### src/rtl/cms_pkg.sv
// Shared types, codes and constants of the CoAP message serializer.
`default_nettype none

package cms_pkg;

   // Datagram limit and the widths that follow from it
   localparam int MAX_DATAGRAM = 1024;
   localparam int BC_W         = $clog2(MAX_DATAGRAM);
   localparam int SUM_W        = 18;
   localparam int MAX_BURST    = 5;
   localparam int CNT_W        = 3;
   localparam int SIZE_W       = 11;

   // Header and option encoding constants
   localparam logic [1:0] COAP_VERSION   = 2'd1;
   localparam logic [3:0] NIB_EXT8       = 4'd13;
   localparam logic [3:0] NIB_EXT16      = 4'd14;
   localparam logic [15:0] EXT8_BASE     = 16'd13;
   localparam logic [15:0] EXT16_BASE    = 16'd269;
   localparam logic [7:0] PAYLOAD_MARKER = 8'hFF;

   typedef enum logic [2:0] {
      OP_BEGIN      = 3'd0,
      OP_TOKEN      = 3'd1,
      OP_OPT_HEADER = 3'd2,
      OP_OPT_VALUE  = 3'd3,
      OP_PAYLOAD    = 3'd4,
      OP_END        = 3'd5
   } op_type;

   typedef struct packed {
      logic [2:0]  opcode;
      logic [1:0]  msg_type;
      logic [7:0]  msg_code;
      logic [15:0] message_id;
      logic [3:0]  token_length;
      logic [15:0] payload_length;
      logic [15:0] option_number;
      logic [15:0] option_length;
      logic [7:0]  data_byte;
   } req_type;

   typedef struct packed {
      logic [CNT_W-1:0]           count;
      logic [MAX_BURST-1:0][7:0]  bytes;
      logic                       is_end;
      logic                       too_big;
      logic [SIZE_W-1:0]          size;
   } burst_type;

   // Delta or length nibble: direct, one extended byte or two
   function automatic logic [3:0] nibble_of(input logic [15:0] v);
      logic [3:0] nib;
      if (v < EXT8_BASE) begin
         nib = v[3:0];
      end else if (v < EXT16_BASE) begin
         nib = NIB_EXT8;
      end else begin
         nib = NIB_EXT16;
      end
      return nib;
   endfunction

endpackage

`default_nettype wire

### src/rtl/cms_encoder.sv
// Message state and per-request byte generation of the CoAP serializer.
`default_nettype none

module cms_encoder
   import cms_pkg::*;
(
   input  wire logic      clock,
   input  wire logic      reset,
   input  wire logic      fire,
   input  wire req_type   item,
   output burst_type      burst
);

   logic [15:0]     run_opt_ff, run_opt_in;
   logic [BC_W-1:0] bc_ff, bc_in;
   logic            started_ff, started_in;
   logic            ovf_ff, ovf_in;
   logic [15:0]     ptotal_ff, ptotal_in;

   logic [MAX_BURST-1:0][7:0] pend;
   logic [CNT_W-1:0] n;
   logic [CNT_W-1:0] k;
   logic             emit;
   logic             first_pay;
   logic             is_end;
   logic [BC_W-1:0]  base;
   logic [15:0]      delta;
   logic [3:0]       dn, ln;
   logic [15:0]      d16, l16;
   logic [SUM_W-1:0] need_opt, need_pay, need_flush;

   always_comb begin
      delta      = item.option_number - run_opt_ff;
      dn         = nibble_of(delta);
      ln         = nibble_of(item.option_length);
      d16        = delta - EXT16_BASE;
      l16        = item.option_length - EXT16_BASE;
      need_opt   = SUM_W'(bc_ff) + SUM_W'(MAX_BURST) + SUM_W'(item.option_length);
      need_pay   = SUM_W'(bc_ff) + SUM_W'(1) + SUM_W'(ptotal_ff);
      run_opt_in = run_opt_ff;
      bc_in      = bc_ff;
      started_in = started_ff;
      ovf_in     = ovf_ff;
      ptotal_in  = ptotal_ff;
      pend       = '0;
      n          = '0;
      k          = '0;
      emit       = 1'b0;
      first_pay  = 1'b0;
      is_end     = 1'b0;
      base       = bc_ff;

      unique case (item.opcode)
         OP_BEGIN: begin
            run_opt_in = '0;
            started_in = 1'b0;
            ovf_in     = 1'b0;
            ptotal_in  = item.payload_length;
            base       = '0;
            pend[0]    = {COAP_VERSION, item.msg_type, item.token_length};
            pend[1]    = item.msg_code;
            pend[2]    = item.message_id[15:8];
            pend[3]    = item.message_id[7:0];
            n          = CNT_W'(4);
            emit       = 1'b1;
         end
         OP_TOKEN, OP_OPT_VALUE: begin
            if (!ovf_ff && !(item.opcode == OP_OPT_VALUE && started_ff)) begin
               pend[0] = item.data_byte;
               n       = CNT_W'(1);
               emit    = 1'b1;
            end
         end
         OP_OPT_HEADER: begin
            if (!ovf_ff && !started_ff) begin
               if (need_opt >= SUM_W'(MAX_DATAGRAM)) begin
                  ovf_in = 1'b1;
               end else begin
                  pend[0] = {dn, ln};
                  k = CNT_W'(1);
                  if (dn == NIB_EXT8) begin
                     pend[k] = 8'(delta - EXT8_BASE);
                     k = k + CNT_W'(1);
                  end else if (dn == NIB_EXT16) begin
                     pend[k]              = d16[15:8];
                     pend[k + CNT_W'(1)]  = d16[7:0];
                     k = k + CNT_W'(2);
                  end
                  if (ln == NIB_EXT8) begin
                     pend[k] = 8'(item.option_length - EXT8_BASE);
                     k = k + CNT_W'(1);
                  end else if (ln == NIB_EXT16) begin
                     pend[k]              = l16[15:8];
                     pend[k + CNT_W'(1)]  = l16[7:0];
                     k = k + CNT_W'(2);
                  end
                  run_opt_in = item.option_number;
                  n          = k;
                  emit       = 1'b1;
               end
            end
         end
         OP_PAYLOAD: begin
            if (!ovf_ff) begin
               if (!started_ff) begin
                  if (need_pay >= SUM_W'(MAX_DATAGRAM)) begin
                     ovf_in = 1'b1;
                  end else begin
                     pend[0]   = PAYLOAD_MARKER;
                     pend[1]   = item.data_byte;
                     n         = CNT_W'(2);
                     emit      = 1'b1;
                     first_pay = 1'b1;
                  end
               end else begin
                  pend[0] = item.data_byte;
                  n       = CNT_W'(1);
                  emit    = 1'b1;
               end
            end
         end
         OP_END: begin
            is_end = 1'b1;
            n      = CNT_W'(1);
         end
         default: begin
         end
      endcase

      // Final limit check on the bytes of this request
      need_flush = SUM_W'(base) + SUM_W'(n);
      if (emit) begin
         if (need_flush >= SUM_W'(MAX_DATAGRAM)) begin
            ovf_in = 1'b1;
            n      = '0;
         end else begin
            bc_in = BC_W'(need_flush);
            if (first_pay) begin
               started_in = 1'b1;
            end
         end
      end
   end

   always_comb begin
      burst.count   = n;
      burst.bytes   = pend;
      burst.is_end  = is_end;
      burst.too_big = ovf_ff;
      burst.size    = SIZE_W'(bc_ff);
   end

   always_ff @(posedge clock) begin
      if (reset) begin
         run_opt_ff <= '0;
         bc_ff      <= '0;
         started_ff <= 1'b0;
         ovf_ff     <= 1'b0;
         ptotal_ff  <= '0;
      end else if (fire) begin
         run_opt_ff <= run_opt_in;
         bc_ff      <= bc_in;
         started_ff <= started_in;
         ovf_ff     <= ovf_in;
         ptotal_ff  <= ptotal_in;
      end
   end

endmodule

`default_nettype wire

### src/rtl/cms_burst.sv
// Result register that hands out the bytes of one request, one per cycle while rsp_stall is low.
`default_nettype none

module cms_burst
   import cms_pkg::*;
(
   input  wire logic               clock,
   input  wire logic               reset,
   input  wire logic               load,
   input  wire burst_type          burst_in,
   output logic                    free,
   output logic                    rsp_valid,
   input  wire logic               rsp_stall,
   output logic [7:0]              rsp_out_byte,
   output logic                    rsp_last_in_run,
   output logic                    rsp_end_report,
   output logic                    rsp_too_big,
   output logic [SIZE_W-1:0]       rsp_message_size
);

   logic             valid_ff, valid_in;
   logic [CNT_W-1:0] idx_ff, idx_in;
   burst_type        buf_ff, buf_in;
   logic             last;
   logic             take;

   assign last = (idx_ff == buf_ff.count - CNT_W'(1));
   assign take = valid_ff && !rsp_stall;
   assign free = !valid_ff || (take && last);

   always_comb begin
      valid_in = valid_ff;
      idx_in   = idx_ff;
      buf_in   = buf_ff;
      if (load && burst_in.count != '0) begin
         valid_in = 1'b1;
         idx_in   = '0;
         buf_in   = burst_in;
      end else if (take) begin
         if (last) begin
            valid_in = 1'b0;
         end else begin
            idx_in = idx_ff + CNT_W'(1);
         end
      end
   end

   always_ff @(posedge clock) begin
      if (reset) begin
         valid_ff <= 1'b0;
         idx_ff   <= '0;
      end else begin
         valid_ff <= valid_in;
         idx_ff   <= idx_in;
      end
      buf_ff <= buf_in;
   end

   assign rsp_valid        = valid_ff;
   assign rsp_out_byte     = buf_ff.bytes[idx_ff];
   assign rsp_last_in_run  = last;
   assign rsp_end_report   = buf_ff.is_end;
   assign rsp_too_big      = buf_ff.is_end && buf_ff.too_big;
   assign rsp_message_size = buf_ff.is_end ? buf_ff.size : '0;

endmodule

`default_nettype wire

### src/rtl/coap_message_serializer.sv
// Top level of the CoAP message serializer: input register, encoder, result register.
`default_nettype none

// The serializer turns a stream of requests (begin, token byte, option
// header, option value byte, payload byte, end) into the bytes of a CoAP
// message framed per RFC 7252. Begin gives the four header bytes, an option
// header gives the delta/length byte plus up to four extended bytes, the
// first payload byte is preceded by the 0xFF marker and end gives one status
// result with the message size and the sticky too-big flag. Once the running
// size would reach the datagram limit (MAX_DATAGRAM in the package) the flag
// sets and every request but end up to the next begin yields no result. Each
// request waits in the input register and is encoded in a single pass; its
// results then leave the result register at one per cycle while rsp_stall is
// low. A byte request yields at most one result, end one, the first payload
// byte two, begin four and an option header up to five. The input register
// holds the next request while the result register still drains, so with
// rsp_stall low single-byte requests flow at one per cycle. No clearing pass
// after reset.
module coap_message_serializer
   import cms_pkg::*;
(
   input  wire logic               clock,
   input  wire logic               reset,
   // request channel
   input  wire logic               req_valid,
   output logic                    req_stall,
   input  wire logic [2:0]         req_opcode,
   input  wire logic [1:0]         req_msg_type,
   input  wire logic [7:0]         req_msg_code,
   input  wire logic [15:0]        req_message_id,
   input  wire logic [3:0]         req_token_length,
   input  wire logic [15:0]        req_payload_length,
   input  wire logic [15:0]        req_option_number,
   input  wire logic [15:0]        req_option_length,
   input  wire logic [7:0]         req_data_byte,
   // result channel
   output logic                    rsp_valid,
   input  wire logic               rsp_stall,
   output logic [7:0]              rsp_out_byte,
   output logic                    rsp_last_in_run,
   output logic                    rsp_end_report,
   output logic                    rsp_too_big,
   output logic [SIZE_W-1:0]       rsp_message_size
);

   req_type   in_ff, in_in;
   logic      in_valid_ff, in_valid_in;
   logic      burst_free;
   logic      fire;
   burst_type burst;

   // Encode the held request once the result register can take its bytes
   assign fire      = in_valid_ff && burst_free;
   assign req_stall = in_valid_ff && !burst_free;

   always_comb begin
      in_valid_in = in_valid_ff;
      in_in       = in_ff;
      if (req_valid && !req_stall) begin
         in_valid_in           = 1'b1;
         in_in.opcode          = req_opcode;
         in_in.msg_type        = req_msg_type;
         in_in.msg_code        = req_msg_code;
         in_in.message_id      = req_message_id;
         in_in.token_length    = req_token_length;
         in_in.payload_length  = req_payload_length;
         in_in.option_number   = req_option_number;
         in_in.option_length   = req_option_length;
         in_in.data_byte       = req_data_byte;
      end else if (fire) begin
         // drop the request once encoded
         in_valid_in = 1'b0;
      end
   end

   always_ff @(posedge clock) begin
      if (reset) begin
         in_valid_ff <= 1'b0;
      end else begin
         in_valid_ff <= in_valid_in;
      end
      in_ff <= in_in;
   end

   // Message state and byte generation
   cms_encoder u_encoder (
      .clock (clock),
      .reset (reset),
      .fire  (fire),
      .item  (in_ff),
      .burst (burst)
   );

   // Result register: advance one byte per accepted result
   cms_burst u_burst (
      .clock            (clock),
      .reset            (reset),
      .load             (fire),
      .burst_in         (burst),
      .free             (burst_free),
      .rsp_valid        (rsp_valid),
      .rsp_stall        (rsp_stall),
      .rsp_out_byte     (rsp_out_byte),
      .rsp_last_in_run  (rsp_last_in_run),
      .rsp_end_report   (rsp_end_report),
      .rsp_too_big      (rsp_too_big),
      .rsp_message_size (rsp_message_size)
   );

`ifndef SYNTH
   // The status result is a run of its own with a zero byte
   a_end_single: assert property (@(posedge clock) disable iff (reset)
      rsp_valid && rsp_end_report |-> rsp_last_in_run && rsp_out_byte == 8'h00)
      else $error("end report not a single zero-byte result");

   // A run that is not finished keeps presenting results
   a_run_continues: assert property (@(posedge clock) disable iff (reset)
      rsp_valid && !rsp_last_in_run && !rsp_stall |=> rsp_valid)
      else $error("result run cut short");

   // An end request always shows up as the next result
   a_end_reported: assert property (@(posedge clock) disable iff (reset)
      fire && in_ff.opcode == OP_END |=> rsp_valid && rsp_end_report)
      else $error("end request produced no status result");
`endif

endmodule

`default_nettype wire

### config.mk
export PLATFORM = sky130hd
export DESIGN_NAME = coap_message_serializer
export DESIGN_NICKNAME = d
export VERILOG_FILES = /design/src/rtl/cms_pkg.sv /design/src/rtl/cms_encoder.sv /design/src/rtl/cms_burst.sv /design/src/rtl/coap_message_serializer.sv
export SDC_FILE = /design/constraint.sdc
export NUM_CORES = 1
export LEC_CHECK = 0
export ABC_AREA = 1
export BUFFER_PORTS_ARGS = -buffer_cell sky130_fd_sc_hd__buf_2
export CAP_MARGIN = 30
export CORE_UTILIZATION = 46
export DETAILED_ROUTE_END_ITERATION = 12
export GPL_TIMING_DRIVEN = 0
export HOLD_SLACK_MARGIN = 0.06
export SLEW_MARGIN = 10
export SYNTH_ARGS = -nofsm -noshare
export SYNTH_HDL_FRONTEND = slang
export SYNTH_HIERARCHICAL = 1
export SYNTH_SLANG_ARGS = --single-unit
### constraint.sdc
create_clock -name clock -period 13.9 [get_ports clock]
set_input_delay 0.695 -clock clock [delete_from_list [all_inputs] [get_ports clock]]
set_output_delay 0.695 -clock clock [all_outputs]
set_load 0.005 [all_outputs]
* After elaboration in Yosys (flattened, before gate mapping) *
Index checks and enable logic that the tools add are counted.

operators by class
  $add $sub $neg = 14
  order comparisons = 12
  eq/ne operators = 12
  multiplexer cells = 83
  bitwise gates (word level) = 4
  reduce and logical (&&, ||, !) cells = 34

operators with widths
  operator                                                                                number
  40-bit bitwise mux                                                                      3
  8-bit two-way mux                                                                       14
  16-bit two-way mux                                                                      5
  40-bit two-way mux                                                                      2
  32-bit two-way mux                                                                      2
  16-bit case mux with 2 select lines                                                     2
  18-bit by 11-bit greater-or-equal comparator with 1-bit output (second input constant)  3
  8-bit demux with 3-bit select                                                           2
  16-bit by 4-bit < comparator with 1-bit output (second input constant)                  2
  16-bit by 9-bit < comparator with 1-bit output (second input constant)                  2
  8-bit case mux with 4 select lines                                                      1
  16-bit by 9-bit subtractor with 16-bit output (second input constant)                   2
  3-bit two-way mux                                                                       10
  1-bit two-way mux                                                                       27
  8-bit binary-select mux with 3-bit select                                               1
  8-bit case mux with 3 select lines                                                      1
  10-bit two-way mux                                                                      2
  18-bit by 16-bit adder with 18-bit output                                               1
  11-bit by 16-bit adder with 17-bit output                                               1
  4-bit == test (second input constant)                                                   4
  16-bit subtractor                                                                       1
  8-bit by 4-bit subtractor with 8-bit output (second input constant)                     2
  3-bit case mux with 5 select lines                                                      1
  1-bit logical AND                                                                       12
  29 further kinds                                                                        56

storage, ports and cells
  flip-flop bits (word level) = 193
  bits of input ports = 93
  output and inout port bits = 24
  word-level logic and storage cells = 185

* Depth between registers and ports, before layout *
  depth in word-level cells = 24
  mapped depth = 36
  gate-level depth less buffers = 35

* By module *
The synthesis kept the hierarchy.

modules (own cells, without submodules)
  module                   instances  cells an instance  area each (um2)  seq. area each (um2)
  cms_encoder              1          1151               6536.3           880.8
  coap_message_serializer  1          98                 2728.9           2692.6
  cms_burst                1          204                2441.1           1761.7

* Worst setup path before layout *
Ideal clock, no wire load.

  path type = register to register
  start = reg in_ff[24] (netlist name)
  end = reg u_burst/buf_ff[0] (netlist name) (enable)
  library setup time = 410 ps
  data arrival time = 5644 ps
  required time = 13490 ps
  setup slack = 7846 ps
  cell stages (with the launch flop) = 33
  buffers on the path = 1
  period minus slack after synthesis = 6054 ps
  cells stage by stage = edfxtp_1 inv_1 ha_1 inv_1 fa_1 inv_1 ha_1 nor2_1 nand3_1 nand2_2 nor2_4 a21oi_2 nor2_2 nand3_4 nand2_2 nand3_4 buf_2 nand2_1 ha_1 or2_2 a31oi_1 inv_1 fa_1 nand2_1 a21oi_1 nand3_1 nor3_1 nand2_1 nor2_1 nand2_1 and2_1 o31ai_1 inv_1

RTL lines
  what                    RTL line                       RTL
  from (decl)             coap_message_serializer.sv:46  req_type in_ff, in_in;
  from (signal assigned)  coap_message_serializer.sv:82  in_ff <= in_in;
  to (signal assigned)    cms_burst.sv:56                buf_ff <= buf_in;
  to (decl)               cms_burst.sv:23                burst_type buf_ff, buf_in;

==> run metrics <==
Setup Total Neg Slack=0 ps; initial antenna violation count=0; clk buf depth=2; layout cells sized above 1=14.9%; Hold Vio Cnt, Final=0; routed len/inst=16.3 um; Core Area=25000 um2; Critical-path top delay cell=o31ai_1; synth-to-layout area growth=14.8%; DR pass1 iterations=5; H-tree depth=4; grt ovf=0; post-DP HPWL=24.6 mm; die area=26100 um2; vias in the first global route=9383; average vias per placed instance=5.19; root buffer cell=clkbuf_16; largest cells by area after synthesis=edfxtp_1, nand2_1, dfxtp_1; count leader, synth=nand2_1; Rel. slew slack=45.8%; Worst Setup End Kind=flip-flop; commonest cells in the netlist=nand2_1, inv_1, edfxtp_1; Hold WS=402 ps; top_reg_cell synth=edfxtp_1; Max Cap Viol=0; final instance area=13400 um2; Die Y=162 um; CP Data Arrival Time=6940 ps; Final WS setup=7160 ps; Post-CTS Setup Repair Bufs=0; latest clock arrival within the worst-skew pair=460 ps; CP required=14100 ps; Setup WS pre-CTS=7220 ps; RSZ-0062 raised after global routing=false; Vias=10000; fin crit period=6740 ps; Setup crit start kind=flip-flop; Post-Syn Area=11700 um2; Crit path buffers/inverters=6; IO buf count=116; row count=58; Power Density=102 nW/um2; first-pass GRT wire length=49.5 mm; cts hold-fix bufs=0; final setup vio count=0; top achievable clock speed=148 MHz; Gate Count Post-Synth=1453; ys async rst share=0%; largest net degree at the start of global routing=34; CP peak stage delay=460 ps; post-synthesis cell type count=50; post-synthesis sequential area ratio=45.6%; Leakage=0.00604 uW; clk slew on worst S/H paths=90 ps; measured slew at the worst slew-check pin=809 ps; Remaining DRCs=0; syn avg cell area=8.06 um2; number of synthesized flops with an enable pin=145; antenna cells=0; fillers=2413; clock tree from TritonCTS=yes; total wire length=31.6 mm; multi-input logic area=5410 um2; critical path class=flip-flop to flip-flop; I/O pin count=117; Largest delay share family, worst path=simple AND/OR/NAND/NOR gates; Synth Register Bits=194; crit-path max FO=31; post_cts resized=0; die span in x=162 um; Synthesis Warnings=6; status=finished, final reports clean; Peak VDD IR=0.0000613 V; clk sinks=194; Global Route Usage Sum=24.9%; worst min path class=primary input to flip-flop; Finished Layout Cells=1935; Final Net Count=1742; Inst Count DP=1903; Slew Viols, Final=0; cell mode on critical path=nand2_1; Yosys top cell by area=edfxtp_1; clk_skew=21.8 ps; cts bufs inserted=17; Net Count, Synth=1603; ANT nets after route=0; Routability Congestion=0.966; Starting DRT DRC Count=734; Placed Area=12800 um2; Tcrit/Tclk final=48.5%; Initial Util=46.8%; share of the synthesized area in the top cell type=37.2%; total area of sequential cells=5340 um2
[kinds of logic (layout without fill, tap and decap cells)]
| family | Yosys count | after routing | share of synthesized area (%) |
|---|---|---|---|
| AND/OR/NAND/NOR | 718 | 718 | 27.0 |
| adder cells (fa/ha/maj) | 57 | 57 | 6.35 |
| AO/OA/AOI/OAI | 207 | 207 | 9.82 |
| XOR/XNOR | 39 | 39 | 2.92 |
| other | 1 | 1 | 0.0320 |
| flip-flops | 194 | 194 | 45.6 |
| buffers and inverters | 237 | 389 | 8.29 |
[per-stage QoR]
stage / power, uW / util (%)
2_1_floorplan: 792 / -
3_3_place_gp: 855 / 50.7
3_5_place_dp: 858 / 51.1
4_1_cts: 1380 / 53.7
5_1_grt: 1420 / 53.7
6_report: 1370 / 53.7
[placed cells by master, fill, tap and decap left out, drive strengths merged, types with 49 or more instances in the layout]
cell type  count
buf          146
nor2          94
dfxtp         49
edfxtp       145
inv          198
a21oi        103
o21ai         64
nand2        442
nand3        121
ha            53
[report_power, final]
part / total (uW) / switching, uW / internal (uW)
clock: 524 / 265 / 258
sequential: 665 / 15.5 / 650
combinational: 181 / 118 / 62.6
total: 1370 / 399 / 971
[layer usage]
layer  share of wire (%)  vias up  track usage (%)
li1                    -     5091                -
met1                  47     4578             34.6
met2                  45      312             38.9
met3                 5.6       56             4.37
met4                 2.7        0             9.18
met5                   0        -                0
[final timing paths]
check / depth (start not counted) / from / to / slack (ps)
worst min register to register: 0 / u_encoder/bc_ff[0] / u_burst/buf_ff[0] / 460
worst max register to register: 31 / in_ff[24] / u_burst/buf_ff[48] / 7160
worst max-delay path: 31 / in_ff[24] / u_burst/buf_ff[48] / 7160
worst min-delay path: 1 / req_payload_length[5] / in_ff[45] / 400
[state kept, by name, indices dropped and copies added (netlist names)]
name	flops
u_encoder/bc_ff	10
u_encoder/started_ff	1
u_encoder/ovf_ff	1
u_burst/rsp_valid	1
in_ff	89
u_burst/rsp_end_report	1
u_burst/buf_ff	55
u_encoder/ptotal_ff	16
u_encoder/run_opt_ff	16
u_burst/idx_ff	3
in_valid_ff	1
[final cells by class]
cell class	instances	area share, %
flip-flops and latches	194	39.7
clock inverters	14	1.47
repair buffers	120	4.92
well taps	330	3.07
inverters	194	5.48
clock buffers	18	3.35
plain buffers	43	1.75
multi-input cells	1022	40.2
Power figures use the tool's default switching activity.
